## config.mk

```make
export PLATFORM = sky130hd
export DESIGN_NAME = brightness_to_color_breakpoint_lerp
export DESIGN_NICKNAME = d
export VERILOG_FILES = /design/src/hw/rtl/bcl_pkg.sv /design/src/hw/rtl/bcl_ram.sv /design/src/hw/rtl/bcl_front.sv /design/src/hw/rtl/bcl_div.sv /design/src/hw/rtl/bcl_back.sv /design/src/hw/rtl/brightness_to_color_breakpoint_lerp.sv
export SDC_FILE = /design/constraint.sdc
export NUM_CORES = 1
export LEC_CHECK = 0
export BUFFER_PORTS_ARGS = -buffer_cell sky130_fd_sc_hd__buf_4
export CORE_ASPECT_RATIO = 2
export CORE_MARGIN = 1
export CORE_UTILIZATION = 40
export CTS_BUF_LIST = sky130_fd_sc_hd__clkbuf_16
export DETAILED_ROUTE_END_ITERATION = 7
export GPL_TIMING_DRIVEN = 1
export MAX_ROUTING_LAYER = met4
export PLACE_DENSITY_LB_ADDON = 0.15
export SLEW_MARGIN = 20
export SYNTH_ARGS = -nofsm -noshare
export SYNTH_HDL_FRONTEND = slang
export SYNTH_SLANG_ARGS = --single-unit
```

## constraint.sdc

```tcl
create_clock -name clk_i -period 16.2 [get_ports clk_i]
set_clock_uncertainty 0.15 [all_clocks]
set_input_delay 3.24 -clock clk_i [delete_from_list [all_inputs] [get_ports clk_i]]
set_output_delay 3.24 -clock clk_i [all_outputs]
set_load 0.005 [all_outputs]
```

## src/hw/rtl/bcl_pkg.sv

```systemverilog
// Shared types, constants and helpers for the breakpoint color interpolator.
`default_nettype none

package bcl_pkg;

  typedef enum logic {
    OP_LOAD  = 1'b0,
    OP_QUERY = 1'b1
  } op_e;

  localparam logic [7:0] RAW_MAX    = 8'd255;
  localparam logic [6:0] LEVEL_ZERO = 7'd0;
  localparam logic [6:0] LEVEL_FULL = 7'd100;

  // Queue between front and back.
  localparam int unsigned QUEUE_DEPTH = 2;

  // Divider: |diff| (8b) * num (7b) fits 15 bits, one bit per step.
  localparam int unsigned DIV_LANES = 3;
  localparam int unsigned PROD_W    = 15;
  localparam int unsigned DIV_STEPS = PROD_W;

  // Channel 0 = red, 1 = green, 2 = blue.
  typedef logic [DIV_LANES-1:0][7:0] rgb_t;

  typedef struct packed {
    logic [6:0] level;
    rgb_t       rgb;
  } bp_entry_t;

  localparam int unsigned ENTRY_W = $bits(bp_entry_t);

  typedef struct packed {
    op_e        op;
    logic [2:0] idx;
    logic [6:0] level;  // breakpoint key, or percentage for a query
    rgb_t       rgb;
  } item_t;

  typedef struct packed {
    logic                             start;
    logic [6:0]                       den;
    logic [DIV_LANES-1:0][PROD_W-1:0] dvd;
  } div_req_t;

  typedef struct packed {
    logic                 done;
    rgb_t                 quo;
    logic [DIV_LANES-1:0] rem_nz;
  } div_rsp_t;

  // round(raw*100/255) = (raw*100 + 127) / 255, with the divide done as
  // ((x + 1) * 257) >> 16, exact over this range.
  function automatic logic [6:0] percent_of(input logic [7:0] raw);
    logic [14:0] x1;
    logic [22:0] s;
    x1 = ({1'b0, raw, 6'b0} + {2'b0, raw, 5'b0}) + {5'b0, raw, 2'b0} + 15'd128;
    s  = {8'b0, x1} + {x1, 8'b0};
    return s[22:16];
  endfunction

endpackage

`default_nettype wire

```

## src/hw/rtl/bcl_ram.sv

```systemverilog
// Generic single-write, single-read RAM with registered read data.
`default_nettype none

module bcl_ram #(
  parameter  int unsigned WIDTH = 31,
  parameter  int unsigned DEPTH = 8,
  localparam int unsigned AW    = (DEPTH > 1) ? $clog2(DEPTH) : 1
) (
  input  wire logic             clk_i,
  input  wire logic             we_i,
  input  wire logic [AW-1:0]    waddr_i,
  input  wire logic [WIDTH-1:0] wdata_i,
  input  wire logic             re_i,
  input  wire logic [AW-1:0]    raddr_i,
  output logic      [WIDTH-1:0] rdata_o
);

  logic [WIDTH-1:0] mem_q [DEPTH];
  logic [WIDTH-1:0] rdata_q;

  always_ff @(posedge clk_i) begin
    if (we_i) begin
      mem_q[waddr_i] <= wdata_i;
    end
    if (re_i) begin
      rdata_q <= mem_q[raddr_i];
    end
  end

  assign rdata_o = rdata_q;

endmodule

`default_nettype wire

```

## src/hw/rtl/bcl_front.sv

```systemverilog
// Front end: takes transactions, filters repeats and bad slots, queues work.
`default_nettype none

module bcl_front #(
  parameter int unsigned MAX_ENTRIES = 8
) (
  input  wire logic           clk_i,
  input  wire logic           rst_ni,
  input  wire logic           start_i,
  output logic                busy_o,
  input  wire logic           cmd_i,
  input  wire logic [2:0]     entry_index_i,
  input  wire logic [6:0]     entry_level_i,
  input  wire logic [7:0]     entry_red_i,
  input  wire logic [7:0]     entry_green_i,
  input  wire logic [7:0]     entry_blue_i,
  input  wire logic [9:0]     raw_brightness_i,
  output logic                item_avail_o,
  output bcl_pkg::item_t      item_o,
  input  wire logic           item_pop_i
);

  import bcl_pkg::*;

  localparam int unsigned PTR_W = (QUEUE_DEPTH > 1) ? $clog2(QUEUE_DEPTH) : 1;
  localparam int unsigned CNT_W = $clog2(QUEUE_DEPTH + 1);

  item_t            queue_q [QUEUE_DEPTH];
  logic [PTR_W-1:0] wr_ptr_q, wr_ptr_d, rd_ptr_q, rd_ptr_d;
  logic [CNT_W-1:0] count_q, count_d;
  logic             last_valid_q, last_valid_d;
  logic [7:0]       last_raw_q, last_raw_d;

  logic [7:0] raw_clamped;
  logic       is_query, idx_ok, repeat_hit, keep, push;
  item_t      item_new;

  always_comb begin
    raw_clamped = (raw_brightness_i[9:8] != 2'b00) ? RAW_MAX : raw_brightness_i[7:0];
    is_query    = (cmd_i == OP_QUERY);
    idx_ok      = (32'(entry_index_i) < MAX_ENTRIES);
    repeat_hit  = last_valid_q && (raw_clamped == last_raw_q);
    keep        = is_query ? !repeat_hit : idx_ok;
    push        = start_i && !busy_o && keep;

    item_new.op    = op_e'(cmd_i);
    item_new.idx   = entry_index_i;
    item_new.level = is_query ? percent_of(raw_clamped) : entry_level_i;
    item_new.rgb   = {entry_blue_i, entry_green_i, entry_red_i};

    last_valid_d = last_valid_q;
    last_raw_d   = last_raw_q;
    if (push && is_query) begin
      last_valid_d = 1'b1;
      last_raw_d   = raw_clamped;
    end

    wr_ptr_d = push ? wr_ptr_q + PTR_W'(1) : wr_ptr_q;
    rd_ptr_d = item_pop_i ? rd_ptr_q + PTR_W'(1) : rd_ptr_q;
    count_d  = count_q + CNT_W'(push) - CNT_W'(item_pop_i);
  end

  always_ff @(posedge clk_i or negedge rst_ni) begin
    if (!rst_ni) begin
      wr_ptr_q     <= '0;
      rd_ptr_q     <= '0;
      count_q      <= '0;
      last_valid_q <= 1'b0;
      last_raw_q   <= '0;
    end else begin
      wr_ptr_q     <= wr_ptr_d;
      rd_ptr_q     <= rd_ptr_d;
      count_q      <= count_d;
      last_valid_q <= last_valid_d;
      last_raw_q   <= last_raw_d;
    end
  end

  always_ff @(posedge clk_i) begin
    if (push) begin
      queue_q[wr_ptr_q] <= item_new;
    end
  end

  assign busy_o       = (count_q == CNT_W'(QUEUE_DEPTH));
  assign item_avail_o = (count_q != '0);
  assign item_o       = queue_q[rd_ptr_q];

endmodule

`default_nettype wire

```

## src/hw/rtl/bcl_div.sv

```systemverilog
// Three-lane restoring divider, one quotient bit per lane per cycle.
`default_nettype none

module bcl_div (
  input  wire logic           clk_i,
  input  wire logic           rst_ni,
  input  wire bcl_pkg::div_req_t req_i,
  output bcl_pkg::div_rsp_t   rsp_o
);

  import bcl_pkg::*;

  localparam int unsigned CNT_W = $clog2(DIV_STEPS);

  logic                             busy_q, busy_d, done_q, done_d;
  logic [CNT_W-1:0]                 cnt_q, cnt_d;
  logic [6:0]                       den_q, den_d;
  logic [DIV_LANES-1:0][6:0]        rem_q, rem_d;
  logic [DIV_LANES-1:0][PROD_W-1:0] dvd_q, dvd_d;
  rgb_t                             quo_q, quo_d;

  logic [7:0] trial;
  logic       ge;

  always_comb begin
    busy_d = busy_q;
    done_d = 1'b0;
    cnt_d  = cnt_q;
    den_d  = den_q;
    rem_d  = rem_q;
    dvd_d  = dvd_q;
    quo_d  = quo_q;
    trial  = '0;
    ge     = 1'b0;
    if (req_i.start) begin
      busy_d = 1'b1;
      cnt_d  = '0;
      den_d  = req_i.den;
      rem_d  = '0;
      dvd_d  = req_i.dvd;
      quo_d  = '0;
    end else if (busy_q) begin
      for (int l = 0; l < DIV_LANES; l++) begin
        trial    = {rem_q[l], dvd_q[l][PROD_W-1]};
        ge       = (trial >= {1'b0, den_q});
        rem_d[l] = ge ? 7'(trial - {1'b0, den_q}) : trial[6:0];
        dvd_d[l] = {dvd_q[l][PROD_W-2:0], 1'b0};
        // quotient stays below 256, upper bits shift out as zeros
        quo_d[l] = {quo_q[l][6:0], ge};
      end
      cnt_d = cnt_q + CNT_W'(1);
      if (cnt_q == CNT_W'(DIV_STEPS - 1)) begin
        busy_d = 1'b0;
        done_d = 1'b1;
      end
    end
  end

  always_ff @(posedge clk_i or negedge rst_ni) begin
    if (!rst_ni) begin
      busy_q <= 1'b0;
      done_q <= 1'b0;
      cnt_q  <= '0;
    end else begin
      busy_q <= busy_d;
      done_q <= done_d;
      cnt_q  <= cnt_d;
    end
  end

  always_ff @(posedge clk_i) begin
    den_q <= den_d;
    rem_q <= rem_d;
    dvd_q <= dvd_d;
    quo_q <= quo_d;
  end

  always_comb begin
    rsp_o.done = done_q;
    rsp_o.quo  = quo_q;
    for (int l = 0; l < DIV_LANES; l++) begin
      rsp_o.rem_nz[l] = (rem_q[l] != '0);
    end
  end

endmodule

`default_nettype wire

```

## src/hw/rtl/bcl_back.sv

```systemverilog
// Back end: table writes, breakpoint scan, interpolation and result strobe.
`default_nettype none

module bcl_back #(
  parameter int unsigned MAX_ENTRIES = 8
) (
  input  wire logic           clk_i,
  input  wire logic           rst_ni,
  input  wire logic [3:0]     entry_count_i,
  input  wire logic           item_avail_i,
  input  wire bcl_pkg::item_t item_i,
  output logic                item_pop_o,
  output logic                result_valid_o,
  output logic [7:0]          out_red_o,
  output logic [7:0]          out_green_o,
  output logic [7:0]          out_blue_o
);

  import bcl_pkg::*;

  localparam int unsigned AW = $clog2(MAX_ENTRIES);
  localparam int unsigned CW = $clog2(MAX_ENTRIES + 1);

  localparam logic [1:0] S_IDLE   = 2'd0;
  localparam logic [1:0] S_SCAN   = 2'd1;
  localparam logic [1:0] S_DECIDE = 2'd2;
  localparam logic [1:0] S_DIV    = 2'd3;

  logic [1:0]           state_q, state_d;
  logic [CW-1:0]        idx_q, idx_d, idx_nxt, n_entries;
  logic [6:0]           p_q, p_d;
  bp_entry_t            lo_q, lo_d, hi_q, hi_d;
  logic [DIV_LANES-1:0] neg_q, neg_d;
  logic                 valid_q, valid_d;
  rgb_t                 res_q, res_d;

  logic                 ram_we, ram_re;
  logic [AW-1:0]        ram_waddr, ram_raddr;
  bp_entry_t            ram_wdata, ram_rdata;

  div_req_t             div_req;
  div_rsp_t             div_rsp;

  logic [6:0]           num, den;
  logic [7:0]           mag;

  bcl_ram #(
    .WIDTH (ENTRY_W),
    .DEPTH (MAX_ENTRIES)
  ) u_table (
    .clk_i   (clk_i),
    .we_i    (ram_we),
    .waddr_i (ram_waddr),
    .wdata_i (ram_wdata),
    .re_i    (ram_re),
    .raddr_i (ram_raddr),
    .rdata_o (ram_rdata)
  );

  bcl_div u_div (
    .clk_i  (clk_i),
    .rst_ni (rst_ni),
    .req_i  (div_req),
    .rsp_o  (div_rsp)
  );

  always_comb begin
    if (32'(entry_count_i) > MAX_ENTRIES) begin
      n_entries = CW'(MAX_ENTRIES);
    end else begin
      n_entries = CW'(entry_count_i);
    end
  end

  assign idx_nxt = idx_q + CW'(1);

  always_comb begin
    state_d   = state_q;
    idx_d     = idx_q;
    p_d       = p_q;
    lo_d      = lo_q;
    hi_d      = hi_q;
    neg_d     = neg_q;
    valid_d   = 1'b0;
    res_d     = res_q;
    item_pop_o = 1'b0;
    ram_we    = 1'b0;
    ram_waddr = AW'(item_i.idx);
    ram_wdata = '{level: item_i.level, rgb: item_i.rgb};
    ram_re    = 1'b0;
    ram_raddr = '0;
    div_req   = '0;
    num       = p_q - lo_q.level;
    den       = hi_q.level - lo_q.level;
    mag       = '0;

    unique case (state_q)
      S_IDLE: begin
        if (item_avail_i) begin
          item_pop_o = 1'b1;
          if (item_i.op == OP_LOAD) begin
            ram_we = 1'b1;
          end else begin
            p_d   = item_i.level;
            lo_d  = '{level: LEVEL_ZERO, rgb: '0};
            hi_d  = '{level: LEVEL_FULL, rgb: '0};
            idx_d = '0;
            if (n_entries != '0) begin
              ram_re  = 1'b1;
              state_d = S_SCAN;
            end else begin
              state_d = S_DECIDE;
            end
          end
        end
      end

      S_SCAN: begin
        if (ram_rdata.level == p_q) begin
          res_d   = ram_rdata.rgb;
          valid_d = 1'b1;
          state_d = S_IDLE;
        end else if (ram_rdata.level < p_q) begin
          lo_d = ram_rdata;
          if (idx_nxt < n_entries) begin
            ram_re    = 1'b1;
            ram_raddr = AW'(idx_nxt);
            idx_d     = idx_nxt;
          end else begin
            state_d = S_DECIDE;
          end
        end else begin
          hi_d    = ram_rdata;
          state_d = S_DECIDE;
        end
      end

      S_DECIDE: begin
        if (hi_q.level == LEVEL_FULL && lo_q.level == LEVEL_ZERO && lo_q.rgb == '0) begin
          res_d   = hi_q.rgb;
          valid_d = 1'b1;
          state_d = S_IDLE;
        end else if (hi_q.level == lo_q.level) begin
          res_d   = lo_q.rgb;
          valid_d = 1'b1;
          state_d = S_IDLE;
        end else begin
          div_req.start = 1'b1;
          div_req.den   = den;
          for (int c = 0; c < DIV_LANES; c++) begin
            neg_d[c]       = (lo_q.rgb[c] > hi_q.rgb[c]);
            mag            = neg_d[c] ? lo_q.rgb[c] - hi_q.rgb[c]
                                      : hi_q.rgb[c] - lo_q.rgb[c];
            div_req.dvd[c] = {7'b0, mag} * {8'b0, num};
          end
          state_d = S_DIV;
        end
      end

      S_DIV: begin
        if (div_rsp.done) begin
          // falling channels round toward minus infinity
          for (int c = 0; c < DIV_LANES; c++) begin
            res_d[c] = neg_q[c]
                ? lo_q.rgb[c] - div_rsp.quo[c] - {7'b0, div_rsp.rem_nz[c]}
                : lo_q.rgb[c] + div_rsp.quo[c];
          end
          valid_d = 1'b1;
          state_d = S_IDLE;
        end
      end

      default: begin
        state_d = S_IDLE;
      end
    endcase
  end

  always_ff @(posedge clk_i or negedge rst_ni) begin
    if (!rst_ni) begin
      state_q <= S_IDLE;
      idx_q   <= '0;
      valid_q <= 1'b0;
      res_q   <= '0;
    end else begin
      state_q <= state_d;
      idx_q   <= idx_d;
      valid_q <= valid_d;
      res_q   <= res_d;
    end
  end

  always_ff @(posedge clk_i) begin
    p_q   <= p_d;
    lo_q  <= lo_d;
    hi_q  <= hi_d;
    neg_q <= neg_d;
  end

  assign result_valid_o = valid_q;
  assign out_red_o      = res_q[0];
  assign out_green_o    = res_q[1];
  assign out_blue_o     = res_q[2];

endmodule

`default_nettype wire

```

## src/hw/rtl/brightness_to_color_breakpoint_lerp.sv

```systemverilog
// Top level of the brightness-to-color breakpoint interpolator.
//
// A transaction is taken on any clock edge with start high and busy low.
// cmd 0 writes one breakpoint (level and RGB) into the table; cmd 1 asks for
// the color of a raw brightness. A query whose clamped raw value repeats the
// previous query is dropped and gives no result; so does a load to a slot
// at or above MAX_ENTRIES. Every other query gives exactly one result,
// shown for a single cycle with result_valid_o high. The receiver cannot
// stall: a result must be captured in the cycle it is shown. Results come
// back in query order. Flow: the front end classifies a transaction in the
// cycle it arrives and drops it into a two-entry queue; busy is high only
// while that queue is full. The back end writes a load into the table as it
// pops it. A query leaves the queue, then reads the table one breakpoint
// at a time (one table read per cycle), and then either ends on an exact
// key match or a special case, or starts the bit-serial divider, which
// works the three channels side by side. The table itself has no reset;
// slots must be written before entry_count covers them. The user must
// write entry_count only while the block is idle; the block itself does
// not enforce it.

`default_nettype none

module brightness_to_color_breakpoint_lerp #(
  parameter int unsigned MAX_ENTRIES = 8
) (
  input  wire logic       clk_i,
  input  wire logic       rst_ni,
  // command handshake
  input  wire logic       start,
  output logic            busy,
  input  wire logic       cmd_i,
  input  wire logic [2:0] entry_index_i,
  input  wire logic [6:0] entry_level_i,
  input  wire logic [7:0] entry_red_i,
  input  wire logic [7:0] entry_green_i,
  input  wire logic [7:0] entry_blue_i,
  input  wire logic [9:0] raw_brightness_i,
  // configuration: number of valid breakpoints
  input  wire logic       cfg_we_i,
  input  wire logic [3:0] cfg_wdata_i,
  // result strobe
  output logic            result_valid_o,
  output logic [7:0]      out_red_o,
  output logic [7:0]      out_green_o,
  output logic [7:0]      out_blue_o
);

  import bcl_pkg::*;

  logic [3:0] entry_count_q, entry_count_d;
  logic       item_avail, item_pop;
  item_t      item;

  assign entry_count_d = cfg_we_i ? cfg_wdata_i : entry_count_q;

  always_ff @(posedge clk_i or negedge rst_ni) begin
    if (!rst_ni) begin
      entry_count_q <= '0;
    end else begin
      entry_count_q <= entry_count_d;
    end
  end

  // classify and queue
  bcl_front #(
    .MAX_ENTRIES (MAX_ENTRIES)
  ) u_front (
    .clk_i            (clk_i),
    .rst_ni           (rst_ni),
    .start_i          (start),
    .busy_o           (busy),
    .cmd_i            (cmd_i),
    .entry_index_i    (entry_index_i),
    .entry_level_i    (entry_level_i),
    .entry_red_i      (entry_red_i),
    .entry_green_i    (entry_green_i),
    .entry_blue_i     (entry_blue_i),
    .raw_brightness_i (raw_brightness_i),
    .item_avail_o     (item_avail),
    .item_o           (item),
    .item_pop_i       (item_pop)
  );

  // table, scan and interpolation
  bcl_back #(
    .MAX_ENTRIES (MAX_ENTRIES)
  ) u_back (
    .clk_i          (clk_i),
    .rst_ni         (rst_ni),
    .entry_count_i  (entry_count_q),
    .item_avail_i   (item_avail),
    .item_i         (item),
    .item_pop_o     (item_pop),
    .result_valid_o (result_valid_o),
    .out_red_o      (out_red_o),
    .out_green_o    (out_green_o),
    .out_blue_o     (out_blue_o)
  );

endmodule

`default_nettype wire

```

Word-level counts from Yosys, hierarchy flattened
Memories as Yosys holds them, arrays and structs flattened. A register that Yosys moved wholly into a read port is not among the register bits.
Cells that the tools add are included.
- bits in registers: 223
- memory bits (writable): 318
- word-level logic and storage cells: 211
- memories: 2
- add/sub/neg operators: 30
- multiply operators: 3
- magnitude comparators: 9
- equal/unequal tests: 19
- multiplexer cells: 82
- bitwise operators: 3
- reductions and logical operators: 28
- memories (memory ; depth ; width ; read ports ; clocked after Yosys merged registers in ; wr ports ; line ; text):
    u_back.u_table.mem_q ; 8 ; 31 ; 1 ; 1 ; 1 ; bcl_ram.sv:18 ; logic [WIDTH-1:0] mem_q [DEPTH];
    u_front.queue_q ; 2 ; 35 ; 1 ; 0 ; 1 ; bcl_front.sv:28 ; item_t queue_q [QUEUE_DEPTH];
- operators with widths (operator ; number):
    31-bit two-way mux ; 8
    53-bit two-way mux ; 3
    31-bit one-hot mux with 2 select lines ; 2
    24-bit two-way mux ; 4
    45-bit two-way mux ; 2
    24-bit one-hot mux with 3 select lines ; 1
    8-bit subtractor ; 9
    8-bit two-way mux ; 7
    8-bit by 7-bit multiplier with 15-bit output ; 3
    7-bit subtractor ; 5
    4-bit two-way mux ; 8
    7-bit two-way mux ; 4
    1-bit two-way mux ; 26
    8-bit adder ; 3
    8-bit by 7-bit greater-or-equal comparator with 1-bit output ; 3
    8-bit greater-than comparator ; 3
    24-bit zero test ; 1
    8-bit by 1-bit subtractor with 8-bit output ; 3
    15-bit by 23-bit adder with 23-bit output ; 1
    7-bit nonzero test ; 3
    2-bit two-way mux ; 9
    14-bit by 13-bit adder with 15-bit output ; 1
    15-bit by 10-bit adder with 15-bit output ; 1
    15-bit by 8-bit adder with 15-bit output (second input constant) ; 1
    35 further kinds ; 63

Longest topological paths before layout
Gate-level depths: netlist of the first run.
- depth in word-level cells: 9
- gate-level depth with buffers: 29
- depth with buffers taken out: 29

Cells and area by module
A second synthesis of the first run with hierarchy kept.
- cells, all modules: 2946
- area total of the unflattened synthesis: 35440.2 um^2
- modules (own cells, without submodules) (module ; times used ; cells an instance ; area each (um^2) ; seq. area each (um^2)):
    bcl_back ; 1 ; 1753 ; 15240.9 ; 2937.8
    bcl_ram ; 1 ; 402 ; 10531.4 ; 8378.0
    bcl_div ; 1 ; 470 ; 5203.7 ; 2612.5
    bcl_front ; 1 ; 313 ; 4319.1 ; 2427.3
    brightness_to_color_breakpoint_lerp ; 1 ; 8 ; 145.1 ; 100.1

Worst setup path after synthesis of the first run
Ideal clock, no wire load.
- kind: input port to flip-flop
- from: input raw_brightness_i[9]
- to: memory u_front.queue_q[0][30] (netlist name) (data pin)
- arrival: 7.379 ns
- data required time: 15.775 ns
- slack: 8.395 ns
- cell stages on the path: 22
- cells stage by stage: or2_1 -> buf_2 -> nor2_1 -> inv_1 -> fa_1 -> fa_1 -> ha_1 -> fa_1 -> a21oi_1 -> nor2_1 -> a211o_1 -> a21oi_1 -> xnor2_1 -> ha_1 -> o21a_1 -> nor3_1 -> nor4_1 -> nand3_1 -> nor2_1 -> nand3_1 -> xor2_1 -> a21oi_1
- RTL lines (item ; line ; text):
    start, declared ; brightness_to_color_breakpoint_lerp.sv:37 ; input wire logic [9:0] raw_brightness_i,
    end, declared ; bcl_front.sv:28 ;

==> results of run 1 <==
-- sequential cells by signal, summed over array words and instances, names as in the netlist, 8 cells and up --
signal                  count
u_back.u_table.mem_q      248
u_front.queue_q            70
u_back.u_div.dvd_q         45
u_back.hi_q                31
u_back.lo_q                31
u_back.u_table.rdata_o     31
u_back.u_div.rsp_o         24
u_back.u_div.rem_q         21
u_back.out_blue_o           8
u_back.out_green_o          8
u_back.out_red_o            8
u_front.last_raw_q          8
-- worst register-to-register path, cell delays in order (launching register included) --
cell and delay [ps]:
edfxtp_1 470, inv_1 140, ha_1 150, inv_1 50
fa_1 400, nand3_1 150, a21oi_1 110, o311ai_4 570
mux2_4 360, nand2_1 80, o211ai_2 100, xnor2_1 580
nor2_1 120, fa_1 530, fa_1 450, fa_1 540
inv_1 50, fa_1 520, inv_1 40, ha_1 350
a21oi_1 210, a21oi_1 110, a2111oi_0 670, a21oi_1 190
xnor2_1 150, o21ai_0 80
-- kinds of logic (layout without fill, tap and decap cells) --
logic type,after synthesis,count (layout),synth area share
AO/OA/AOI/OAI,565,565,0.1034
XOR/XNOR,128,128,0.03345
adder cells (fa/ha/maj),384,384,0.1673
multiplexers,170,170,0.06383
AND/OR/NAND/NOR,740,740,0.1025
buffers and inverters,364,467,0.04180
flip-flops,572,572,0.4878
-- area by class of cell --
type	count	area [um^2]
multi-input combinational	1987	16030
timing repair buffer	112	853.3
sequential	572	16460
clock buffer	55	1376
fill	7564	46090
inverter	252	945.9
clock inverter	48	430.4
tap	1064	1331
-- path summary, 6_finish.rpt --
kind | from | endpoint | slack [ps] | cells after the start
hold reg to reg | u_back.idx_q[3]$_DFFE_PN0P_ | u_back.idx_q[3]$_DFFE_PN0P_ | 340 | 2
setup reg to reg | u_back.lo_q[0]$_SDFFCE_PN0P_ | u_back.u_div.dvd_q[13]$_DFFE_PP_ | 8610 | 25
setup / recovery | raw_brightness_i[9] | u_front.queue_q[1][30]$_DFFE_PP_ | 8420 | 21
max in group asynchronous | rst_ni | u_back.idx_q[0]$_DFFE_PN0P_ | 12570 | 2
min in group asynchronous | rst_ni | u_back.out_blue_o[3]$_DFFE_PN0P_ | 2280 | 1
hold / removal | u_back.idx_q[3]$_DFFE_PN0P_ | u_back.idx_q[3]$_DFFE_PN0P_ | 340 | 2
-- per-stage QoR --
stage,hold WS [ps],worst slack [ps]
CTS,347.0,8429
floorplan,285.0,8395
global placement,324.9,7768
detailed placement,330.4,7756
finish,344.6,8417
global route,348.0,7916
-- metal layers --
layer	track usage	vias to the layer above	part of all wire
met2	0.3967	359	0.56
met3	0.01884	148	0.027
met4	0.08762	0	0.043
met5	-	-	0
li1	-	10522	-
met1	0.2006	10926	0.37
-- placed cells by master (no fill, tap or decap), types with 16 or more instances in the layout --
cell type,n
nor3_1,30
or2_2,29
a21oi_1,168
mux2i_1,91
mux2_2,43
nor2b_1,28
a211oi_1,22
nor2_1,271
nand4_1,16
inv_1,262
xnor2_1,68
xor2_1,53
buf_4,111
nand2b_1,37
o21bai_1,17
dfxtp_1,45
nand3_1,58
o211ai_1,49
o21ai_0,174
and2_1,23
nor4_1,21
mux4_2,31
nand2_1,166
clkbuf_16,55
a21o_1,33
fa_1,112
ha_1,272
edfxtp_1,473
dfrtp_1,51
==> qor.yml, run 1 <==
fin_nets: 3417
antenna_found_initial: 0
grt_overflow: 0
track_usage: 0.2024
vias: 21955
max_freq_mhz: 128.5
clock-root-buffer: "clkbuf_16"
cts_buffer_depth: 3
netlist_top_cells_area: "edfxtp_1 42%, ha_1 10%, fa_1 6.6%"
cts_resized: 0
hp-class: "register to register"
min_period_ps: 7783
slew_headroom: 0.2266
firstDrtPassIters: 5
h-tree-depth: 2
syn_area_per_cell_um2: 11.54
critical_path.max_stage_delay_ps: 620
critPathBufInv: 2
fp.dieH_um: 412.7
synth-edff-count: 473
final_area_um2: 37430
drv_cap: 0
final-setup-viol-count: 0
drtIter0Drc: 975
worst_pin_slew_ps: 1144
yosysSeqAreaShare: 0.4878
initial_utilization: 0.4040
place_hpwl_um: 60280
netlist_area_um2: 33740
finalHoldViolations: 0
areaGrowthSynthToFinish_pct: 10.95
die_w_um: 207.4
routedWlPerCell_um: 20.15
yosysWarnings: 0
post_cts_buffers: 0
finalSetupTns_ps: 0
ioPinCount: 79
core.rowCount: 150
clk_pin_slew_worst_paths_ps: 60
netlist_top_cells_count: "473 x edfxtp_1, 281 x nor2_1, 272 x ha_1"
timing.final.crit_share: 0.4804
end_kind: "register"
numCtsBuffers: 55
crit_required_ps: 16430
cts_tree: "yes"
crit_chain: "buf_4, or2_1, nor2_1, inv_1, fa_1, fa_1, ha_1, fa_1, a21oi_1, nor2_1, a211o_1, a21oi_1, xnor2_1, ha_1, a2111oi_0, nand2_1, nand3_1, nor2_1, nand3_1, xor2_1, a21oi_1"
yosysMostFrequentCell: "edfxtp_1"
dpl-instance-area_um2: 35610
rsz0062_at_grt: "false"
clock_sinks: 572
fin_cells: 4090
async_flop_share: 0.09441
fp.dieArea_um2: 85580
grt_start_max_net_pins: 77
clk-insertion-delay-late_ps: 650
synth_top_cell_area_share: 0.4210
final_core_util: 0.4482
port-buffer-count: 78
status: "finished, final reports clean"
grt_pass1_wl_um: 130300
yosys.area.top_type: "edfxtp_1"
dp_cells: 3986
core-area_um2: 83520
grt_pass1_vias: 23496
syn_nets: 3360
layout-drive-gt1-share: 0.1107
cp_max_fo: 8
n_antenna_cell: 0
hold_buffers: 0
start_kind: "primary input"
cp_top_family: "adder cells"
slew_violations: 0
arrival_ps: 8010
postSynthCellCount: 2923
timing.critical_path.slowest_stage_cell: "a2111oi_0"
wirelength_um: 82420
worst-setup-path-type: "primary input to register"
viasPerCell: 5.368
ant_nets: 0
place_congestion: 0.9041
ys_ff_latch: 572
drc_errors: 0
synth_cell_types: 75
synthFlopType: "edfxtp_1"
Power of run 1 is not shown: default switching activity piles up to over one toggle a cycle in this logic, so the estimate is an artifact.
==> inputs of run 2 (changes only) <==
Clock period 16.2 ns to 7.7 ns, I/O delays scaled along.
==> qor.yml, run 2 (synthesis results as in run 1) <==
fin_nets: 3438
final_common_cell: "edfxtp_1"
clk_pin_slew_worst_paths_ps: 70
largest_reg_flops: 248
final-setup-viol-count: 0
clock_sinks: 572
r2r-end: "u_back.u_div.dvd_q[13]$_DFFE_PP_"
initial_utilization: 0.4040
cts_tree: "yes"
grt_pass1_vias: 23251
routedWlPerCell_um: 20.54
worst_pin_slew_ps: 1006
drtIter0Drc: 947
hold-path-endpoint: "u_front.last_valid_q$_DFFE_PN0P_"
layout-drive-gt1-share: 0.1184
timing.final.crit_share: 0.9301
n_antenna_cell: 0
crit_required_ps: 7880
min_period_ps: 7162
finalHoldViolations: 0
core-area_um2: 83520
wirelength_um: 84320
reg2reg_slack_ps: 540
dpl-instance-area_um2: 35770
cts_buffer_depth: 3
areaGrowthSynthToFinish_pct: 11.31
vias: 22068
clk-insertion-delay-late_ps: 640
layout_common_cells: "473 x edfxtp_1, 272 x ha_1, 271 x nor2_1, 259 x inv_1, 174 x o21ai_0"
dp_cells: 4006
ant_nets: 0
place_congestion: 0.9167
final_area_um2: 37550
drv_cap: 0
postLayoutSetupSlackWorst_ps: 538.3
hp-class: "register to register"
die_w_um: 207.4
end_kind: "register"
worst_hold_slack_ps: 323.7
clock-root-buffer: "clkbuf_16"
fp.dieArea_um2: 85580
firstDrtPassIters: 5
cp_max_fo: 10
h-tree-depth: 2
fillers: 7589
worst-setup-path-type: "register to register"
track_usage: 0.2050
max_freq_mhz: 139.6
reg2reg_depth: 27
core.rowCount: 150
worstHoldStart: "u_front.last_valid_q$_DFFE_PN0P_"
timing.rr.start: "u_back.lo_q[0]$_SDFFCE_PN0P_"
numCtsBuffers: 53
fp.dieH_um: 412.7
hold_depth: 1
start_kind: "register"
antenna_found_initial: 1
grt_overflow: 0
largestRegisters: "u_back.u_table.mem_q: 248 flops, u_front.queue_q: 70 flops, u_back.u_div.dvd_q: 45 flops"
grt_start_max_net_pins: 81
ioPinCount: 79
grt_pass1_wl_um: 131500
slew_violations: 0
drc_errors: 0
port-buffer-count: 78
slew_headroom: 0.3295
status: "finished, final reports clean"
viasPerCell: 5.376
place_hpwl_um: 62510
largest-register: "u_back.u_table.mem_q"
arrival_ps: 7340
post-place-ws_ps: 300.6
fin_cells: 4105
[run 2: cell count changes in the layout (fill, tap and decap cells not counted), sizes merged]
cell / delta
inv: -3
clkinvlp: -1
clkinv: -3
buf: +23
clkbuf: -2
bufinv: +1
[run 2: worst max-delay path: stages, from the launching register on]
cell and delay [ps]:
edfxtp_1 460, inv_1 140, ha_1 150, inv_1 60
fa_1 390, nand3_1 160, a21oi_1 120, o311ai_4 550
mux2_4 360, nand2_1 90, o211ai_2 100, xnor2_1 240
buf_4 210, nor2_1 60, fa_1 510, fa_1 450
fa_1 550, inv_1 50, fa_1 520, inv_1 40
ha_1 350, a21oi_1 200, a21oi_1 100, a2111oi_0 400
buf_4 190, a21oi_1 70, xnor2_1 120, o21ai_0 80
[run 2: worst max path at each step]
stage                                       start                                to  slack (ps)  cells past startpoint
finish               u_back.lo_q[0]$_SDFFCE_PN0P_  u_back.u_div.dvd_q[13]$_DFFE_PP_         540                     27
global route         u_back.lo_q[0]$_SDFFCE_PN0P_  u_back.u_div.dvd_q[14]$_DFFE_PP_          -2                     28
CTS                 u_back.lo_q[16]$_SDFFCE_PN0P_  u_back.u_div.dvd_q[44]$_DFFE_PP_         280                     29
detailed placement  u_back.lo_q[16]$_SDFFCE_PN0P_  u_back.u_div.dvd_q[44]$_DFFE_PP_         300                     29
global placement     u_back.lo_q[0]$_SDFFCE_PN0P_  u_back.u_div.dvd_q[14]$_DFFE_PP_         430                     28
floorplan           u_back.lo_q[16]$_SDFFCE_PN0P_  u_back.u_div.dvd_q[43]$_DFFE_PP_         970                     27
[run 2: final cells by class]
type	count	area [um^2]	area share
inverters	252	945.9	0.02519
clock inverters	42	390.4	0.01040
flip-flops and latches	572	16460	0.4384
repair buffers	135	1026	0.02732
multi-input cells	1987	16070	0.4280
well taps	1064	1331	0.03545
clock buffers	53	1326	0.03532
[run 2: what timing repair did]
| action | CTS | global route |
|---|---|---|
| hold buffers | 0 | 0 |
| setup endpoints to repair | 0 | 9 |
| setup buffers | 0 | 4 |
| resized for setup | 0 | 3 |
[run 2: metrics by stage]
| stage | TNS (ps) | utilization |
|---|---|---|
| 2_1_floorplan | 0 | - |
| 3_3_place_gp | 0 | 0.4281 |
| 3_5_place_dp | 0 | 0.4283 |
| 4_1_cts | 0 | 0.4489 |
| 5_1_grt | -1.979 | 0.4496 |
| 6_report | 0 | 0.4496 |
[run 2: per-layer routing]
metal | GRT usage | wire [um] | up-vias
met5 | - | 0 | -
met4 | 0.1086 | 4753 | 0
met3 | 0.02112 | 2371 | 185
met2 | 0.3947 | 46450 | 389
met1 | 0.2001 | 30740 | 10938
li1 | - | - | 10556
Power of run 2 is left out for the same reason.
==> inputs of run 3 (changes only) <==
Settings changed: CORE_UTILIZATION 40 to 42, SYNTH_HIERARCHICAL from default to 1.
==> qor.yml, run 3 <==
status: "finished, final reports clean"
clock-root-buffer: "clkbuf_16"
track_usage: 0.2150
netlist_top_cells_area: "edfxtp_1 40%, ha_1 9.6%, fa_1 6.3%"
final_common_cell: "edfxtp_1"
crit_path_start: "u_back/lo_q[23]$_SDFFCE_PN0P_"
synth-edff-count: 473
finalHoldViolations: 0
antenna_found_initial: 1
drv_cap: 0
finalSetupTns_ps: 0
hp-class: "register to register"
hold-path-endpoint: "u_front/count_q[1]$_DFF_PN0_"
hold_depth: 1
routedWlPerCell_um: 21.50
crit_chain: "ha_1, a21oi_1, a21boi_1, a21o_1, mux2i_1, xor2_1, nand2b_1, fa_1, fa_1, inv_1, fa_1, inv_1, fa_1, inv_1, ha_1, o21ai_0, a21oi_1, a221oi_1, mux2i_1, mux2_2"
reg2reg_slack_ps: 600
critPathBufInv: 3
firstDrtPassIters: 7
layout_common_cells: "473 x edfxtp_1, 290 x nor2_1, 272 x ha_1, 266 x inv_1, 126 x a21oi_1"
postSynthCellCount: 2946
synth_cell_types: 94
end_kind: "register"
largest-register: "u_back/u_table/mem_q"
worst-setup-path-type: "register to register"
yosysSeqAreaShare: 0.4643
worst_pin_slew_ps: 1096
grt_overflow: 0
yosysMostFrequentCell: "edfxtp_1"
clk_pin_slew_worst_paths_ps: 70
vias: 22878
timing.critical_path.slowest_stage_cell: "xor2_1"
synth_top_cell_area_share: 0.4008
arrival_ps: 7340
die_w_um: 207.4
viasPerCell: 5.550
port-buffer-count: 78
cts_buffer_depth: 3
worstHoldStart: "u_front/count_q[1]$_DFF_PN0_"
ant_nets: 0
crit_required_ps: 7940
fp.dieH_um: 412.8
ioPinCount: 79
ys_ff_latch: 572
r2r-end: "u_back/u_div/dvd_q[44]$_DFFE_PP_"
areaGrowthSynthToFinish_pct: 10.57
fp.dieArea_um2: 85620
clock_sinks: 572
fin_nets: 3449
core-area_um2: 83520
critPathMostFrequentCell: "fa_1"
core.rowCount: 150
drtIter0Drc: 1310
slew_headroom: 0.2654
largest_reg_flops: 248
numCtsBuffers: 55
largestRegisters: "u_back/u_table/mem_q: 248 flops, u_front/queue_q: 70 flops, u_back/u_div/dvd_q: 45 flops"
syn_nets: 3383
wirelength_um: 88630
place_hpwl_um: 65130
slew_violations: 0
synthFlopType: "edfxtp_1"
max_freq_mhz: 140.9
rsz0062_at_grt: "false"
grt_start_max_net_pins: 79
post_cts_buffers: 0
netlist_area_um2: 35440
initial_utilization: 0.4243
syn_area_per_cell_um2: 12.03
grt_pass1_wl_um: 138100
h-tree-depth: 2
layout-drive-gt1-share: 0.1341
yosys.area.top_type: "edfxtp_1"
timing.final.crit_share: 0.9220
reg2reg_depth: 20
start_kind: "register"
cp_max_fo: 7
min_period_ps: 7099
netlist_top_cells_count: "473 x edfxtp_1, 300 x nor2_1, 272 x ha_1"
critical_path.max_stage_delay_ps: 590
final-setup-viol-count: 0
drc_errors: 0
place_congestion: 0.9285
yosysWarnings: 6
cts_resized: 0
cp_top_family: "adder cells"
async_flop_share: 0.09441
grt_pass1_vias: 24238
hold_buffers: 0
timing.rr.start: "u_back/lo_q[23]$_SDFFCE_PN0P_"
clk-insertion-delay-late_ps: 650
cts_tree: "yes"
run 3: worst max path at each step:
stage	cells after the start	slack, ps	endpoint
global route	20	250	u_back/u_div/dvd_q[44]$_DFFE_PP_
CTS	20	610	u_back/u_div/dvd_q[44]$_DFFE_PP_
floorplan	23	1320	u_back/u_div/dvd_q[29]$_DFFE_PP_
detailed placement	20	620	u_back/u_div/dvd_q[44]$_DFFE_PP_
global placement	20	740	u_back/u_div/dvd_q[44]$_DFFE_PP_
finish	20	600	u_back/u_div/dvd_q[44]$_DFFE_PP_
run 3: area by class of cell:
class / instances / area (um^2)
fillers: 7470 / 44330
multi-input cells: 1998 / 17610
flip-flops and latches: 572 / 16460
clock buffers: 59 / 1476
well taps: 1064 / 1331
inverters: 263 / 989.7
repair buffers: 122 / 973.4
clock inverters: 43 / 347.8
diodes: 1 / 2.502
run 3: worst register-to-register path, delay by kind of cell (launching register included):
family	cells	cell delay [ps]
simple gates	1	210
mux	3	660
buf+inv	3	150
fa+ha+maj	6	2810
flops	1	460
xor+xnor	1	590
compound gates	6	1810
run 3: kinds of logic after synthesis:
| logic type | count (synthesis) | synth area share |
|---|---|---|
| and+or+nand+nor | 790 | 0.1112 |
| DFF | 572 | 0.4643 |
| AOI/OAI and AO/OA | 464 | 0.08992 |
| adders and majority gates | 384 | 0.1593 |
| buffers and inverters | 376 | 0.04307 |
| muxes | 266 | 0.1088 |
| xor gates and xnor gates | 94 | 0.02344 |
run 3: metal layers:
| metal | part of all wire | global-route usage |
|---|---|---|
| met1 | 0.38 | 0.2217 |
| met2 | 0.56 | 0.4179 |
| met3 | 0.029 | 0.02310 |
| met4 | 0.030 | 0.07295 |
| met5 | 0 | - |
run 3: through the flow:
stage	cell area [um^2]	setup WS, ps	instances	util	hold slack, ps
3_3_place_gp	37290	740.5	4016	0.4465	323.8
2_1_floorplan	35440	1318	2946	-	290.4
5_1_grt	39190	254.6	4122	0.4692	358.5
6_report	39190	600.9	4122	0.4692	343.3
4_1_cts	39120	607.5	4118	0.4683	341.5
3_5_place_dp	37290	619.3	4016	0.4465	326.1
Power of run 3 is left out for the same reason.
